**config.mk**
```make
export PLATFORM = sky130hd
export DESIGN_NAME = mfm_bit_deserializer_sync_flat
export DESIGN_NICKNAME = d
export VERILOG_FILES = /design/src/design/mfmd_pkg.sv /design/src/design/mfmd_bit_if.sv /design/src/design/mfmd_res_if.sv /design/src/design/mfmd_step.sv /design/src/design/mfm_bit_deserializer_sync.sv /design/src/flat_wrapper.sv
export SDC_FILE = /design/constraint.sdc
export NUM_CORES = 1
export LEC_CHECK = 0
export BUFFER_PORTS_ARGS = -buffer_cell sky130_fd_sc_hd__clkbuf_2
export CORE_ASPECT_RATIO = 0.7
export CORE_MARGIN = 2
export CORE_UTILIZATION = 63
export CTS_CLUSTER_SIZE = 24
export DETAILED_ROUTE_END_ITERATION = 16
export PLACE_DENSITY = 0.81
export RECOVER_POWER = 25
export SETUP_SLACK_MARGIN = 0.3
export SLEW_MARGIN = 20
export SYNTH_ARGS = -nofsm -noshare
export SYNTH_HDL_FRONTEND = slang
export SYNTH_SLANG_ARGS = --single-unit
```
**constraint.sdc**
```tcl
create_clock -name i_clk -period 5.6 [get_ports i_clk]
set_input_delay 0.56 -clock i_clk [delete_from_list [all_inputs] [get_ports i_clk]]
set_output_delay 0.56 -clock i_clk [all_outputs]
set_load 0.1 [all_outputs]
```
**src/design/mfmd_pkg.sv**
```systemverilog
`timescale 1ns / 1ps
// ----------------------------------------------------------------------------
// MFM deserializer package
// Shared types, constants and helpers for the MFM cell-bit deserializer.
// ----------------------------------------------------------------------------
package mfmd_pkg;

    localparam int unsigned WINDOW_W   = 16;
    localparam int unsigned POS_W      = 5;
    localparam int unsigned RUN_W      = 2;
    localparam int unsigned BYTE_W     = 8;
    localparam int unsigned CFG_IDX_W  = 3;
    localparam int unsigned CFG_DATA_W = 16;

    // cells per decoded byte, and the sync run value that arms mark detection
    localparam logic [POS_W-1:0] BYTE_CELLS = POS_W'(16);
    localparam logic [RUN_W-1:0] RUN_FULL   = RUN_W'(3);

    // register reset values
    localparam logic [WINDOW_W-1:0] RST_SYNC_A1  = 16'h4489;
    localparam logic [WINDOW_W-1:0] RST_SYNC_C2  = 16'h5224;
    localparam logic [BYTE_W-1:0]   RST_ID_MARK  = 8'hFE;
    localparam logic [BYTE_W-1:0]   RST_DAT_MARK = 8'hFB;
    localparam logic [BYTE_W-1:0]   RST_DEL_MARK = 8'hF8;

    typedef enum logic [CFG_IDX_W-1:0] {
        CFG_SYNC_A1  = 3'd0,
        CFG_SYNC_C2  = 3'd1,
        CFG_ID_MARK  = 3'd2,
        CFG_DAT_MARK = 3'd3,
        CFG_DEL_MARK = 3'd4
    } t_cfg_idx;

    typedef enum logic [1:0] {
        MARK_NONE    = 2'd0,
        MARK_ID      = 2'd1,
        MARK_DATA    = 2'd2,
        MARK_DELETED = 2'd3
    } t_mark_kind;

    typedef struct packed {
        logic [WINDOW_W-1:0] sync_a1;
        logic [WINDOW_W-1:0] sync_c2;
        logic [BYTE_W-1:0]   id_mark;
        logic [BYTE_W-1:0]   dat_mark;
        logic [BYTE_W-1:0]   del_mark;
    } t_cfg;

    typedef struct packed {
        logic [WINDOW_W-1:0] window;
        logic [POS_W-1:0]    pos;
        logic [RUN_W-1:0]    run;
        logic                armed;
    } t_state;

    typedef struct packed {
        logic [BYTE_W-1:0] data_byte;
        logic              byte_valid;
        logic              sync_seen;
        t_mark_kind        mark_kind;
    } t_result;

    // data bits sit at the even cell positions, MSB first
    function automatic logic [BYTE_W-1:0] even_bits(input logic [WINDOW_W-1:0] w);
        logic [BYTE_W-1:0] b;
        for (int i = 0; i < BYTE_W; i++) begin
            b[i] = w[2*i];
        end
        return b;
    endfunction

endpackage

```
**src/design/mfmd_bit_if.sv**
```systemverilog
`timescale 1ns / 1ps
// ----------------------------------------------------------------------------
// MFM cell-bit channel
// Valid/ready channel carrying one raw cell bit per item.
// ----------------------------------------------------------------------------
interface mfmd_bit_if;
    logic valid;
    logic ready;
    logic cell_bit;

    modport source (output valid, output cell_bit, input ready);
    modport sink   (input valid, input cell_bit, output ready);
endinterface

```
**src/design/mfmd_res_if.sv**
```systemverilog
`timescale 1ns / 1ps
// ----------------------------------------------------------------------------
// MFM result channel
// Valid/ready channel carrying one decode result per item.
// ----------------------------------------------------------------------------
interface mfmd_res_if;
    logic       valid;
    logic       ready;
    logic [7:0] data_byte;
    logic       byte_valid;
    logic       sync_seen;
    logic [1:0] mark_kind;

    modport source (output valid, output data_byte, output byte_valid,
                    output sync_seen, output mark_kind, input ready);
    modport sink   (input valid, input data_byte, input byte_valid,
                    input sync_seen, input mark_kind, output ready);
endinterface

```
**src/design/mfmd_step.sv**
```systemverilog
`timescale 1ns / 1ps
// ----------------------------------------------------------------------------
// MFM decode step
// Next state and result for one cell bit: window shift, sync match,
// byte framing and address-mark classification.
// ----------------------------------------------------------------------------
module mfmd_step (
    input  mfmd_pkg::t_cfg    i_cfg,
    input  mfmd_pkg::t_state  i_state,
    input  logic              i_cell_bit,
    output mfmd_pkg::t_state  o_state,
    output mfmd_pkg::t_result o_result
);
    import mfmd_pkg::*;

    logic [WINDOW_W-1:0] win;
    logic [POS_W-1:0]    pos_inc;
    logic [RUN_W-1:0]    run_a1;
    logic [BYTE_W-1:0]   dec_byte;
    t_mark_kind          kind;

    assign win      = {i_state.window[WINDOW_W-2:0], i_cell_bit};
    assign pos_inc  = i_state.pos + POS_W'(1);
    assign run_a1   = (i_state.run < RUN_FULL) ? i_state.run + RUN_W'(1) : i_state.run;
    assign dec_byte = even_bits(win);

    // ID mark wins over data, data over deleted
    always_comb begin
        priority if (dec_byte == i_cfg.id_mark)  kind = MARK_ID;
        else if     (dec_byte == i_cfg.dat_mark) kind = MARK_DATA;
        else if     (dec_byte == i_cfg.del_mark) kind = MARK_DELETED;
        else                                     kind = MARK_NONE;
    end

    always_comb begin
        o_state         = i_state;
        o_state.window  = win;
        o_state.pos     = pos_inc;
        o_result        = '{data_byte: '0, byte_valid: 1'b0, sync_seen: 1'b0,
                            mark_kind: MARK_NONE};
        priority if (win == i_cfg.sync_a1) begin
            o_result.sync_seen = 1'b1;
            o_state.pos        = '0;
            o_state.run        = run_a1;
            if (run_a1 == RUN_FULL) begin
                o_state.armed = 1'b1;
            end
        end else if (win == i_cfg.sync_c2) begin
            o_result.sync_seen = 1'b1;
            o_state.pos        = '0;
            o_state.run        = '0;
        end else if (pos_inc == BYTE_CELLS) begin
            o_result.data_byte  = dec_byte;
            o_result.byte_valid = 1'b1;
            o_state.pos         = '0;
            o_state.run         = '0;
            if (i_state.armed) begin
                o_state.armed      = 1'b0;
                o_result.mark_kind = kind;
            end
        end
    end
endmodule

```
**src/design/mfm_bit_deserializer_sync.sv**
```systemverilog
`timescale 1ns / 1ps
// ----------------------------------------------------------------------------
// MFM bit deserializer with sync detect
// Deserializes raw MFM cell bits into bytes, spots A1/C2 sync patterns and
// classifies address marks following a run of three A1 syncs.
// ----------------------------------------------------------------------------
// Usage:
//   i_bit  : one raw cell bit per item (valid/ready).
//   o_res  : exactly one result item per input item: data_byte/byte_valid
//            when a 16-cell byte completes, sync_seen on an A1 or C2 match,
//            mark_kind (0 none, 1 ID, 2 data, 3 deleted) on the first byte
//            after three A1 syncs. data_byte reads 0 when byte_valid is low.
//   i_cfg_*: register write port (index 0 A1 pattern, 1 C2 pattern, 2 ID mark,
//            3 data mark, 4 deleted mark); other indexes are dropped. Write
//            only while no item is in flight.
// An accepted item's result is registered and shows on o_res in the cycle after it is taken.
// Throughput is one item per cycle unless o_res stalls; the decode step is
// a single combinational pass between the state registers and result register.
// The result register decouples the sides: a new bit is taken while a result
// waits, as long as the receiver takes that result in the same cycle. While
// the receiver stalls, i_bit.ready drops and window state holds.
// Synchronous active-low reset clears window, bit count, sync run, mark
// arming and result valid, and reloads the default patterns and mark bytes.
// ----------------------------------------------------------------------------
module mfm_bit_deserializer_sync (
    input  logic                                  i_clk,
    input  logic                                  i_rst_n,
    mfmd_bit_if.sink                              i_bit,
    mfmd_res_if.source                            o_res,
    input  logic                                  i_cfg_we,
    input  logic [mfmd_pkg::CFG_IDX_W-1:0]        i_cfg_idx,
    input  logic [mfmd_pkg::CFG_DATA_W-1:0]       i_cfg_data
);
    import mfmd_pkg::*;

    t_cfg    r_cfg;
    t_state  r_state;
    t_state  n_state;
    t_result r_res;
    t_result n_res;
    logic    r_out_valid;
    logic    in_take;

    // ---- configuration registers ----
    always_ff @(posedge i_clk) begin
        if (!i_rst_n) begin
            r_cfg <= '{sync_a1: RST_SYNC_A1, sync_c2: RST_SYNC_C2,
                       id_mark: RST_ID_MARK, dat_mark: RST_DAT_MARK,
                       del_mark: RST_DEL_MARK};
        end else if (i_cfg_we) begin
            unique case (t_cfg_idx'(i_cfg_idx))
                CFG_SYNC_A1:  r_cfg.sync_a1  <= i_cfg_data;
                CFG_SYNC_C2:  r_cfg.sync_c2  <= i_cfg_data;
                CFG_ID_MARK:  r_cfg.id_mark  <= i_cfg_data[BYTE_W-1:0];
                CFG_DAT_MARK: r_cfg.dat_mark <= i_cfg_data[BYTE_W-1:0];
                CFG_DEL_MARK: r_cfg.del_mark <= i_cfg_data[BYTE_W-1:0];
                default:      ;
            endcase
        end
    end

    // ---- handshake: take a bit when the result slot is free or draining ----
    assign i_bit.ready = !r_out_valid || o_res.ready;
    assign in_take     = i_bit.valid && i_bit.ready;

    // ---- decode step ----
    mfmd_step u_step (
        .i_cfg      (r_cfg),
        .i_state    (r_state),
        .i_cell_bit (i_bit.cell_bit),
        .o_state    (n_state),
        .o_result   (n_res)
    );

    // ---- decoder state ----
    always_ff @(posedge i_clk) begin
        if (!i_rst_n) begin
            r_state <= '0;
        end else if (in_take) begin
            r_state <= n_state;
        end
    end

    // ---- result register ----
    always_ff @(posedge i_clk) begin
        if (!i_rst_n) begin
            r_out_valid <= 1'b0;
        end else if (in_take) begin
            r_out_valid <= 1'b1;
        end else if (o_res.ready) begin
            r_out_valid <= 1'b0;
        end
    end

    always_ff @(posedge i_clk) begin
        if (in_take) begin
            r_res <= n_res;
        end
    end

    assign o_res.valid      = r_out_valid;
    assign o_res.data_byte  = r_res.data_byte;
    assign o_res.byte_valid = r_res.byte_valid;
    assign o_res.sync_seen  = r_res.sync_seen;
    assign o_res.mark_kind  = r_res.mark_kind;

`ifndef NO_ASSERTIONS
    // bit count always restarts at the byte boundary
    a_pos_range: assert property (@(posedge i_clk) disable iff (!i_rst_n)
        r_state.pos < BYTE_CELLS)
        else $error("bit count reached byte boundary without restart");

    // a full sync run means detection is armed
    a_run_armed: assert property (@(posedge i_clk) disable iff (!i_rst_n)
        (r_state.run == RUN_FULL) |-> r_state.armed)
        else $error("sync run full but mark detection not armed");

    // a mark is only reported with a decoded byte, never with a sync
    a_mark_byte: assert property (@(posedge i_clk) disable iff (!i_rst_n)
        (r_out_valid && r_res.mark_kind != MARK_NONE) |-> r_res.byte_valid)
        else $error("mark reported without a byte");

    a_byte_sync: assert property (@(posedge i_clk) disable iff (!i_rst_n)
        r_out_valid |-> !(r_res.byte_valid && r_res.sync_seen))
        else $error("byte and sync flagged together");

    // an emitted byte ends the sync run and disarms detection
    a_byte_clears: assert property (@(posedge i_clk) disable iff (!i_rst_n)
        (in_take && n_res.byte_valid) |=> (r_state.run == '0 && !r_state.armed))
        else $error("byte did not clear sync run and arming");
`endif
endmodule
```
**src/flat_wrapper.sv**
```systemverilog
// flat-port wrapper written by rule: the top's interface ports become plain ports
module mfm_bit_deserializer_sync_flat import mfmd_pkg::*;
  (i_clk, i_rst_n, i_cfg_we, i_cfg_idx, i_cfg_data, i_bit_valid, i_bit_cell_bit, i_bit_ready, o_res_valid, o_res_data_byte, o_res_byte_valid, o_res_sync_seen, o_res_mark_kind, o_res_ready);
  mfmd_bit_if i_bit_i ();
  mfmd_res_if o_res_i ();
  input  logic i_clk;
  input  logic i_rst_n;
  input  logic i_cfg_we;
  input  logic [mfmd_pkg::CFG_IDX_W-1:0] i_cfg_idx;
  input  logic [mfmd_pkg::CFG_DATA_W-1:0] i_cfg_data;
  input wire logic [$bits(i_bit_i.valid)-1:0] i_bit_valid;
  input wire logic [$bits(i_bit_i.cell_bit)-1:0] i_bit_cell_bit;
  output wire logic [$bits(i_bit_i.ready)-1:0] i_bit_ready;
  output wire logic [$bits(o_res_i.valid)-1:0] o_res_valid;
  output wire logic [$bits(o_res_i.data_byte)-1:0] o_res_data_byte;
  output wire logic [$bits(o_res_i.byte_valid)-1:0] o_res_byte_valid;
  output wire logic [$bits(o_res_i.sync_seen)-1:0] o_res_sync_seen;
  output wire logic [$bits(o_res_i.mark_kind)-1:0] o_res_mark_kind;
  input wire logic [$bits(o_res_i.ready)-1:0] o_res_ready;
  assign i_bit_i.valid = i_bit_valid;
  assign i_bit_i.cell_bit = i_bit_cell_bit;
  assign i_bit_ready = i_bit_i.ready;
  assign o_res_valid = o_res_i.valid;
  assign o_res_data_byte = o_res_i.data_byte;
  assign o_res_byte_valid = o_res_i.byte_valid;
  assign o_res_sync_seen = o_res_i.sync_seen;
  assign o_res_mark_kind = o_res_i.mark_kind;
  assign o_res_i.ready = o_res_ready;
  mfm_bit_deserializer_sync u_core (.i_clk(i_clk), .i_rst_n(i_rst_n), .i_bit(i_bit_i), .o_res(o_res_i), .i_cfg_we(i_cfg_we), .i_cfg_idx(i_cfg_idx), .i_cfg_data(i_cfg_data));
endmodule
```
==> results of run 1 <==
-- Yosys cell counts, drive strengths merged (2+ instances only) --
| cell type | instances | area, um2 |
|---|---|---|
| nand2 | 155 | 582 |
| dfxtp | 80 | 1600 |
| a21oi | 47 | 235 |
| nand3 | 35 | 175 |
| xnor2 | 32 | 303 |
| xor2 | 24 | 210 |
| clkbuf | 20 | 75.1 |
| edfxtp | 12 | 360 |
| buf | 11 | 97.6 |
| and2 | 10 | 63.8 |
| nand4 | 9 | 56.3 |
| nor4 | 9 | 101 |
| inv | 6 | 22.5 |
| nor2 | 6 | 22.5 |
| a211oi | 3 | 27.5 |
| and3 | 3 | 18.8 |
| nor2b | 3 | 18.8 |
| a31o | 2 | 17.5 |
| o21a | 2 | 15.0 |
| or2 | 2 | 12.5 |
-- metal layers --
layer | vias up | part of all wire | track usage
met4 | 0 | 0.019 | 0.0841
met5 | - | 0 | 0
met3 | 20 | 0.076 | 0.0713
met1 | 1577 | 0.45 | 0.386
met2 | 116 | 0.46 | 0.437
li1 | 1656 | - | -
-- cells by family after synthesis --
group | count (synthesis)
compound gates | 62
xor+xnor | 56
fa+ha+maj | 1
buf+inv | 37
flops | 92
mux | 1
simple gates | 240
-- area by class of cell --
type,instances,area (um2),area share
Clock buffer,10,128,0.0285
Clock inverter,6,78.8,0.0176
Inverter,6,22.5,0.00502
Multi-Input combinational cell,360,2010,0.447
Sequential cell,92,1960,0.437
Tap cell,78,97.6,0.0218
Timing Repair Buffer,39,190,0.0424
-- how the worst min path moves through the flow --
stage / slack (ns) / startpoint / to / depth (start not counted)
6_report: 0.42 / i_cfg_data[14] / u_core.r_cfg[54]$_SDFFE_PN1P_ / 3
4_1_cts: 0.42 / i_cfg_data[14] / u_core.r_cfg[54]$_SDFFE_PN1P_ / 3
3_5_place_dp: 0.46 / u_core.r_cfg[0]$_SDFFE_PN0P_ / u_core.r_cfg[0]$_SDFFE_PN0P_ / 2
5_1_grt: 0.43 / i_cfg_data[8] / u_core.r_cfg[48]$_SDFFE_PN0P_ / 3
2_1_floorplan: 0.45 / u_core.r_cfg[0]$_SDFFE_PN0P_ / u_core.r_cfg[0]$_SDFFE_PN0P_ / 2
3_3_place_gp: 0.46 / u_core.r_cfg[10]$_SDFFE_PN0P_ / u_core.r_cfg[10]$_SDFFE_PN0P_ / 2
-- per-stage QoR --
stage / utilization / instance area, um2
floorplan: - / 4160
global route: 0.711 / 4490
detailed placement: 0.679 / 4280
finish: 0.711 / 4490
CTS: 0.712 / 4490
global placement: 0.679 / 4280
-- critical path, cell delays in order --
cell and delay, ns:
clkbuf_1 1.23, inv_1 0.08, clkbuf_1 0.89, or4_1 0.80, a211oi_1 0.25, a31o_2 0.13
-- layout by cell type, fill, tap and decap left out, drive strengths merged, types with 9 or more instances in the layout --
master,netlist,routed
and2,10,10
edfxtp,12,12
nand2,155,155
a21oi,47,47
clkbuf,20,49
nor4,9,9
xor2,24,24
dfxtp,80,80
xnor2,32,32
nand3,35,35
nand4,9,9
-- flip-flops by register name, summed over array words and instances (netlist names) --
register	flops
u_core.o_res.data_byte	8
u_core.o_res.valid	1
u_core.r_cfg	56
u_core.r_state	23
u_core.o_res.mark_kind	2
u_core.o_res.sync_seen	1
u_core.o_res.byte_valid	1
-- where the power goes --
part / switching (mW) / leakage, nW / total (mW) / internal [mW]
combinational: 0.0902 / 0.817 / 0.121 / 0.0310
clock: 0.217 / 0.0990 / 0.464 / 0.247
sequential: 0.0127 / 0.770 / 0.698 / 0.685
total: 0.320 / 1.69 / 1.28 / 0.963
==> flow_metrics.env, run 1 <==
export IMPL_yosys_register_bits=92
export IMPL_cts_tree="done"
export IMPL_rrSetupSlack_ns=2.99
export IMPL_violations="max-capacitance violations, max-slew violations"
export IMPL_post_layout_nonfiller_instances=591
export IMPL_core_mm2=0.00631
export IMPL_synthDistinctLibCells=44
export IMPL_fp_dieH_um=72
export IMPL_dp_hpwl_mm=6.24
export IMPL_gp_congestion=0.825
export IMPL_synthAdderAreaFrac=0.00301
export IMPL_core_rowCount=24
export IMPL_dp_slack_ns=2.67
export IMPL_r2r_start="u_core.o_res.valid$_SDFFE_PN0P_"
export IMPL_startpoint="i_rst_n"
export IMPL_postRouteAntennaNets=0
export IMPL_fin_ws_ns=1.93
export IMPL_drt_iter0_markers=301
export IMPL_area_growth_pct=7.79
export IMPL_p_total_mw=1.28
export IMPL_period_needed_ns=3.67
export IMPL_finalCritPeriodShare=0.655
export IMPL_die_area_mm2=0.00728
export IMPL_r2r_cells=6
export IMPL_clk_pin_slew_ns=0.08
export IMPL_status="complete, but fails checks"
export IMPL_final_setup_tns_ns=0
export IMPL_synth_ff_type="dfxtp_1"
export IMPL_hold_viol=0
export IMPL_hp_class="in2reg"
export IMPL_synth_mux_area_frac=0.00241
export IMPL_critPathLaunchType="primary input"
export IMPL_yosys_area_share_xor_xnor=0.123
export IMPL_postSynthCellCount=489
export IMPL_cts_buffer_depth=2
export IMPL_path_class="in2reg"
export IMPL_finalClockSkew_ns=0.00646
export IMPL_grt_usage=0.279
export IMPL_rsz0062_at_grt="no"
export IMPL_dieWidth_um=101
export IMPL_clockRootBuffer="clkbuf_8"
export IMPL_num_io_pins=39
export IMPL_cp_arrival_ns=3.97
export IMPL_cts_hold_buf=0
export IMPL_syn_area_mm2=0.00416
export IMPL_yosysWarningCount=0
export IMPL_setup_viol=0
export IMPL_fin_nets=534
export IMPL_drcViolationCount=0
export IMPL_grt_max_degree=49
export IMPL_synth_compound_area_frac=0.0860
export IMPL_r2r_end="u_core.r_state[3]$_SDFFE_PN0P_"
export IMPL_cp_end_kind="flop"
export IMPL_insertion_delay_ns=0.35
export IMPL_endpoint="u_core.r_state[6]$_SDFFE_PN0P_"
export IMPL_totalWireLength_mm=9.38
export IMPL_synth_area_per_cell_um2=8.51
export IMPL_grt_first_pass_wirelength_mm=15.7
export IMPL_cts_buffers=9
export IMPL_cts_sinks=92
export IMPL_cts_resized=0
export IMPL_synth_top_family_by_area="simple AND/OR/NAND/NOR gates"
export IMPL_placedCellCount=575
export IMPL_portBuffers=38
export IMPL_fin_hold_ws_ns=0.424
export IMPL_vias=3369
export IMPL_power_leakage_nw=1.69
export IMPL_viasPerCell=5.70
export IMPL_critPathRequiredTime_ns=5.90
export IMPL_antenna_found_initial=0
export IMPL_max_slew_worst_pin_slew_ns=2.25
export IMPL_antenna_cells=0
export IMPL_cts_setup_buffers=0
export IMPL_drive_above_1_share=0.117
export IMPL_slew_violations=87
export IMPL_clock_fmax_mhz=273
export IMPL_peakVddDrop_mv=0.217
export IMPL_synth_enable_flop_cells=12
export IMPL_yosys_area_share_simple=0.267
export IMPL_gr_total_overflow=0
export IMPL_power_density_mw_per_mm2=286
export IMPL_drtPass1Iterations=5
export IMPL_cp_max_fo=48
export IMPL_ys_seq_area_frac=0.471
export IMPL_nFillCells=497
export IMPL_synthArstFlopShare=0
export IMPL_cap_violations=2
export IMPL_h_tree_depth=3
export IMPL_start_util=0.660
export IMPL_grt_pass1_vias=3224
export IMPL_slew_headroom=-0.502
export IMPL_post_drt_wl_per_cell_um=15.9
export IMPL_syn_nets=515
Power figures use the tool's default switching activity.
==> inputs of run 2 (changes only) <==
--- a/config.mk
+++ b/config.mk
@@ -8,10 +8,10 @@
 export BUFFER_PORTS_ARGS = -buffer_cell sky130_fd_sc_hd__clkbuf_2
 export CORE_ASPECT_RATIO = 0.7
 export CORE_MARGIN = 2
-export CORE_UTILIZATION = 63
+export CORE_UTILIZATION = 59
 export CTS_CLUSTER_SIZE = 24
 export DETAILED_ROUTE_END_ITERATION = 16
-export PLACE_DENSITY = 0.81
+export PLACE_DENSITY = 0.76
 export RECOVER_POWER = 25
 export SETUP_SLACK_MARGIN = 0.3
 export SLEW_MARGIN = 20
==> constraint.sdc (replaced) <==
create_clock -name i_clk -period 3.7 [get_ports i_clk]
set_input_delay 0.37 -clock i_clk [delete_from_list [all_inputs] [get_ports i_clk]]
set_output_delay 0.37 -clock i_clk [all_outputs]
set_load 0.1 [all_outputs]
==> run 2 against run 1 <==
Net effect:
- the run still ends with max-capacitance violations, max-slew violations left
- final area rose by 0.42%
- register-to-register slack got worse by 1.7 ns
- sequential cell count did not move
- critical path depth did not move
- sequential share of layout area fell by 0.18 points
- worst setup slack got worse by 0.97 ns
- combinational power rose by 53%
- critical endpoint is now u_core.r_state[2]$_SDFFE_PN0P_
- largest cell class unchanged
- largest power group unchanged
==> flow_metrics.env, run 2 (synthesis results as in run 1) <==
export IMPL_cap_violations=1
export IMPL_violations="max-capacitance violations, max-slew violations"
export IMPL_postRouteAntennaNets=0
export IMPL_seq_power_share=0.557
export IMPL_finalCritPeriodShare=0.738
export IMPL_cp_depth=6
export IMPL_dp_hpwl_mm=6.88
export IMPL_cpPeakStageDelay_ns=1.56
export IMPL_critPathLaunchType="primary input"
export IMPL_endpoint="u_core.r_state[2]$_SDFFE_PN0P_"
export IMPL_insertion_delay_ns=0.36
export IMPL_viasPerCell=5.55
export IMPL_cts_resized=0
export IMPL_final_common_cell="nand2_1"
export IMPL_num_io_pins=39
export IMPL_r2r_end="u_core.o_res.data_byte[7]$_SDFFCE_PP0P_"
export IMPL_cp_arrival_ns=2.99
export IMPL_portBuffers=38
export IMPL_grt_pass1_vias=3217
export IMPL_path_class="in2reg"
export IMPL_cp_end_kind="flop"
export IMPL_slew_headroom=-0.439
export IMPL_largest_reg_flops=56
export IMPL_rrSetupSlack_ns=1.34
export IMPL_final_setup_tns_ns=0
export IMPL_top_register="u_core.r_cfg"
export IMPL_slew_violations=48
export IMPL_grt_usage=0.264
export IMPL_fin_hold_ws_ns=0.233
export IMPL_dieWidth_um=104
export IMPL_p_sw_mw=0.502
export IMPL_finalClockSkew_ns=0.00750
export IMPL_critPathRequiredTime_ns=3.95
export IMPL_cp_slowest_cell="clkbuf_1"
export IMPL_rsz0062_at_grt="no"
export IMPL_core_rowCount=25
export IMPL_crit_chain="clkbuf_2 -> inv_1 -> clkbuf_1 -> a21oi_1 -> o21a_1 -> o31a_1"
export IMPL_internal_power_mw=1.40
export IMPL_switching_share=0.264
export IMPL_cts_setup_buffers=0
export IMPL_area_growth_pct=8.24
export IMPL_clk_pin_slew_ns=0.09
export IMPL_clkPwrFrac=0.345
export IMPL_use_met2=0.426
export IMPL_setup_viol=0
export IMPL_post_layout_nonfiller_instances=609
export IMPL_period_needed_ns=2.73
export IMPL_cts_buffer_depth=2
export IMPL_layout_common_cells="155 x nand2_1, 80 x dfxtp_1, 47 x a21oi_1"
export IMPL_drtPass1Iterations=5
export IMPL_use_met1=0.352
export IMPL_antenna_cells=0
export IMPL_fp_dieH_um=74.3
export IMPL_placedCellCount=593
export IMPL_grtUsageMet3=0.0780
export IMPL_hp_class="in2reg"
export IMPL_cp_max_fo=47
export IMPL_gp_congestion=0.916
export IMPL_grt_max_degree=48
export IMPL_clockRootBuffer="clkbuf_8"
export IMPL_gr_total_overflow=0
export IMPL_grt_busiest_layer="met2"
export IMPL_grt_first_pass_wirelength_mm=15.8
export IMPL_vias=3382
export IMPL_core_mm2=0.00679
export IMPL_critPathBufInv=3
export IMPL_comb_power_share=0.097
export IMPL_crit_family="buffers and inverters"
export IMPL_clock_fmax_mhz=366
export IMPL_r2r_cells=5
export IMPL_start_util=0.613
export IMPL_r2r_start="u_core.r_state[15]$_SDFFE_PN0P_"
export IMPL_power_leakage_nw=1.70
export IMPL_fin_nets=536
export IMPL_status="complete, but fails checks"
export IMPL_max_slew_worst_pin_slew_ns=2.16
export IMPL_drt_iter0_markers=172
export IMPL_cts_hold_buf=0
export IMPL_drive_above_1_share=0.122
export IMPL_post_drt_wl_per_cell_um=15.7
export IMPL_drcViolationCount=0
export IMPL_die_area_mm2=0.00775
export IMPL_startpoint="i_rst_n"
export IMPL_totalWireLength_mm=9.56
export IMPL_peakVddDrop_mv=0.386
export IMPL_cts_tree="done"
export IMPL_cts_sinks=92
export IMPL_power_density_mw_per_mm2=422
export IMPL_hold_viol=0
export IMPL_antenna_found_initial=0
export IMPL_h_tree_depth=3
export IMPL_hp_start="i_cfg_data[12]"
export IMPL_cts_buffers=9
[run 2: changes by cell type in the layout (fill, tap and decap cells not counted)]
cell / delta
buf_4: +2
clkinv_4: +2
nor2_1: +1
clkinvlp_4: -1
clkbuf_2: +1
nor2_2: -1
clkinv_1: -1
bufinv_16: -1
inv_6: +1
clkbuf_1: -1
[run 2: worst min-delay path by stage]
stage	slack [ns]	depth (start not counted)	to
6_report	0.23	3	u_core.r_cfg[36]$_SDFFE_PN1P_
5_1_grt	0.24	3	u_core.r_cfg[52]$_SDFFE_PN0P_
4_1_cts	0.22	3	u_core.r_cfg[36]$_SDFFE_PN1P_
3_5_place_dp	0.47	2	u_core.r_cfg[51]$_SDFFE_PN0P_
3_3_place_gp	0.46	2	u_core.r_cfg[31]$_SDFFE_PN0P_
2_1_floorplan	0.45	2	u_core.r_cfg[0]$_SDFFE_PN0P_
[run 2: layout make-up]
class	count	area, um2
clock buffer	10	128
tap	94	118
clock inverter	6	63.8
sequential	92	1960
inverter	6	22.5
timing repair buffer	41	206
fill	581	2280
multi-input combinational	360	2000
[run 2: layer usage]
layer	vias up	wire, um
li1	1666	-
met1	1586	4530
met2	113	4290
met3	17	590
met4	0	148
met5	-	0
[run 2: metrics by stage]
step | utilization | setup slack, ns | total power, mW | cell area (um2)
5_1_grt | 0.664 | 0.737 | 1.97 | 4500
3_3_place_gp | 0.636 | 1.39 | 1.26 | 4320
2_1_floorplan | - | 0.501 | 1.21 | 4160
6_report | 0.664 | 0.968 | 1.90 | 4500
3_5_place_dp | 0.636 | 1.32 | 1.27 | 4320
4_1_cts | 0.665 | 1.33 | 1.91 | 4510
[run 2: worst register-to-register path: stages, from the launching register on]
cell	delay, ns
dfxtp_1	0.60
xnor2_1	0.19
nand4_1	0.15
nor4_4	0.76
nor4_4	0.19
and2_2	0.24
[run 2: power groups by stage]
stage               Sequential [mW]  Combinational, mW  Clock, mW
global route                   1.06              0.201      0.710
detailed placement             1.08              0.185          0
floorplan                      1.12             0.0900          0
finish                         1.06              0.185      0.656
CTS                            1.06              0.185      0.671
global placement               1.08              0.182          0
==> inputs of run 3 (changes only) <==
--- a/config.mk
+++ b/config.mk
@@ -5,13 +5,14 @@
 export SDC_FILE = /design/constraint.sdc
 export NUM_CORES = 1
 export LEC_CHECK = 0
+export ABC_AREA = 1
 export BUFFER_PORTS_ARGS = -buffer_cell sky130_fd_sc_hd__clkbuf_2
 export CORE_ASPECT_RATIO = 0.7
 export CORE_MARGIN = 2
-export CORE_UTILIZATION = 59
+export CORE_UTILIZATION = 53
 export CTS_CLUSTER_SIZE = 24
 export DETAILED_ROUTE_END_ITERATION = 16
-export PLACE_DENSITY = 0.76
+export PLACE_DENSITY = 0.72
 export RECOVER_POWER = 25
 export SETUP_SLACK_MARGIN = 0.3
 export SLEW_MARGIN = 20
==> constraint.sdc (replaced) <==
create_clock -name i_clk -period 2.3 [get_ports i_clk]
set_input_delay 0.23 -clock i_clk [delete_from_list [all_inputs] [get_ports i_clk]]
set_output_delay 0.23 -clock i_clk [all_outputs]
set_load 0.1 [all_outputs]
==> run 3 against run 2 <==
Net effect:
- the run now ends clean
- wire length increased by 13%
- register-to-register slack worse by 0.91 ns
- clock skew barely moved
- clock-buffer cell count unchanged
- sequential power is 67% higher
- sequential share of layout area decreased by 2.3 points
- via count is 12% higher
- non-clock buffer count up 5
- die area increased by 12%
- highest routed layer unchanged
==> flow_metrics.env, run 3 <==
export IMPL_status="completed"
export IMPL_synth_area_leaders="dfxtp_1 38%, nand2_1 14%, edfxtp_1 8.5%"
export IMPL_grt_pass1_vias=3532
export IMPL_top_register="u_core.r_cfg"
export IMPL_max_slew_worst_pin_slew_ns=1.44
export IMPL_cp_max_fo=34
export IMPL_largest_reg_flops=56
export IMPL_cp_arrival_ns=2.23
export IMPL_post_drt_wl_per_cell_um=15.1
export IMPL_yosysTopAreaCell="dfxtp_1"
export IMPL_fin_util=0.611
export IMPL_synth_ff_type="dfxtp_1"
export IMPL_viasPerCell=5.30
export IMPL_h_tree_depth=3
export IMPL_fp_dieH_um=78.7
export IMPL_drtPass1Iterations=5
export IMPL_synthArstFlopShare=0
export IMPL_die_area_mm2=0.00871
export IMPL_rsz0062_at_grt="no"
export IMPL_grt_usage=0.254
export IMPL_area_growth_pct=12.8
export IMPL_finalCritPeriodShare=0.846
export IMPL_totalWireLength_mm=10.8
export IMPL_gp_congestion=0.953
export IMPL_dp_hpwl_mm=7.71
export IMPL_cts_sinks=92
export IMPL_clockRootBuffer="clkbuf_16"
export IMPL_synth_top_area_share=0.379
export IMPL_clock_fmax_mhz=514
export IMPL_placedCellCount=702
export IMPL_slew_headroom=0.0406
export IMPL_cp_end_kind="flop"
export IMPL_final_setup_tns_ns=0
export IMPL_drt_iter0_markers=237
export IMPL_power_leakage_nw=2.13
export IMPL_hold_viol=0
export IMPL_yosys_cell_count_top_type="nand2_1"
export IMPL_fin_ws_ns=0.353
export IMPL_yosys_register_bits=92
export IMPL_postSynthCellCount=580
export IMPL_core_mm2=0.00780
export IMPL_synth_common_cells="163 x nand2_1, 80 x dfxtp_1, 60 x nor2_1"
export IMPL_vias=3803
export IMPL_portBuffers=38
export IMPL_path_class="in2reg"
export IMPL_insertion_delay_ns=0.35
export IMPL_cts_buffers=9
export IMPL_synth_enable_flop_cells=12
export IMPL_syn_area_mm2=0.00422
export IMPL_grt_first_pass_wirelength_mm=17.2
export IMPL_fin_nets=638
export IMPL_yosysWarningCount=0
export IMPL_antenna_cells=0
export IMPL_power_density_mw_per_mm2=774
export IMPL_drcViolationCount=0
export IMPL_drive_above_1_share=0.131
export IMPL_layout_common_cells="162 x nand2_1, 77 x dfxtp_1, 60 x nor2_1"
export IMPL_critPathLaunchType="primary input"
export IMPL_cap_violations=0
export IMPL_synth_area_per_cell_um2=7.28
export IMPL_antenna_found_initial=0
export IMPL_dieWidth_um=111
export IMPL_dp_slack_ns=0.394
export IMPL_gr_total_overflow=0
export IMPL_clk_pin_slew_ns=0.06
export IMPL_period_needed_ns=1.95
export IMPL_post_layout_nonfiller_instances=718
export IMPL_start_util=0.541
export IMPL_ys_seq_area_frac=0.464
export IMPL_cts_tree="done"
export IMPL_postRouteAntennaNets=0
export IMPL_cts_buffer_depth=2
export IMPL_cts_setup_buffers=0
export IMPL_syn_nets=606
export IMPL_grt_max_degree=35
export IMPL_synthDistinctLibCells=29
export IMPL_num_io_pins=39
export IMPL_cts_resized=0
export IMPL_hp_class="in2reg"
export IMPL_core_rowCount=27
export IMPL_critPathRequiredTime_ns=2.58
export IMPL_final_common_cell="nand2_1"
export IMPL_peakVddDrop_mv=0.467
export IMPL_setup_viol=0
export IMPL_slew_violations=0
export IMPL_cts_hold_buf=0
export IMPL_finalClockSkew_ns=0.00778
==> run 3: layout make-up <==
| type | count | area [um2] |
|---|---|---|
| Timing Repair Buffer | 46 | 230 |
| Inverter | 66 | 251 |
| Clock buffer | 10 | 239 |
| Multi-Input combinational cell | 397 | 1890 |
| Fill cell | 726 | 3040 |
| Sequential cell | 92 | 1970 |
| Clock inverter | 6 | 63.8 |
| Tap cell | 101 | 126 |
==> run 3: path summary, 6_finish.rpt <==
check	from	end	slack (ns)	cells past startpoint
worst min register to register	u_core.r_cfg[32]$_SDFFE_PN0P_	u_core.r_cfg[32]$_SDFFE_PN0P_	0.47	2
worst max register to register	u_core.r_state[17]$_SDFFE_PN0P_	u_core.o_res.data_byte[4]$_SDFFCE_PP0P_	0.43	11
worst max-delay path	i_rst_n	u_core.r_cfg[16]$_SDFFE_PN0P_	0.35	5
worst min-delay path	i_cfg_data[9]	u_core.r_cfg[33]$_SDFFE_PN1P_	0.11	3
==> run 3: report_power, final <==
part / leakage (nW) / switching, mW / internal, mW / total (mW)
registers: 0.777 / 0.0691 / 1.70 / 1.77
clock network: 0.134 / 0.617 / 0.867 / 1.48
logic: 1.22 / 0.309 / 0.128 / 0.437
total: 2.13 / 0.995 / 2.69 / 3.69
==> run 3: routing by layer <==
metal	up-vias	wire length [um]	GRT usage
met2	132	4810	0.399
met4	0	159	0.0825
met3	20	832	0.0664
met1	1756	5010	0.346
li1	1895	-	-
met5	-	0	0
==> run 3: kinds of logic (layout without fill, tap and decap cells) <==
family,count (synthesis),after routing,share of synthesized area
AOI/OAI and AO/OA,103,103,0.131
xor gates and xnor gates,26,26,0.0539
adders and majority gates,1,1,0.00296
buffers and inverters,91,128,0.0901
DFF,92,92,0.464
and+or+nand+nor,267,267,0.258
==> run 3: per-stage QoR <==
stage               instance area, um2  hold slack (ns)  power (mW)
floorplan                         4230            0.343        2.11
global placement                  4480            0.452        2.23
detailed placement                4480            0.463        2.24
CTS                               4780            0.106        3.71
global route                      4770            0.115        3.82
finish                            4770            0.112        3.69
==> run 3: worst max-delay path, stage by stage <==
cell and delay, ns:
clkbuf_1 1.02, buf_4 0.41, clkbuf_1 0.29, o21ai_0 0.15, nor2_1 0.11
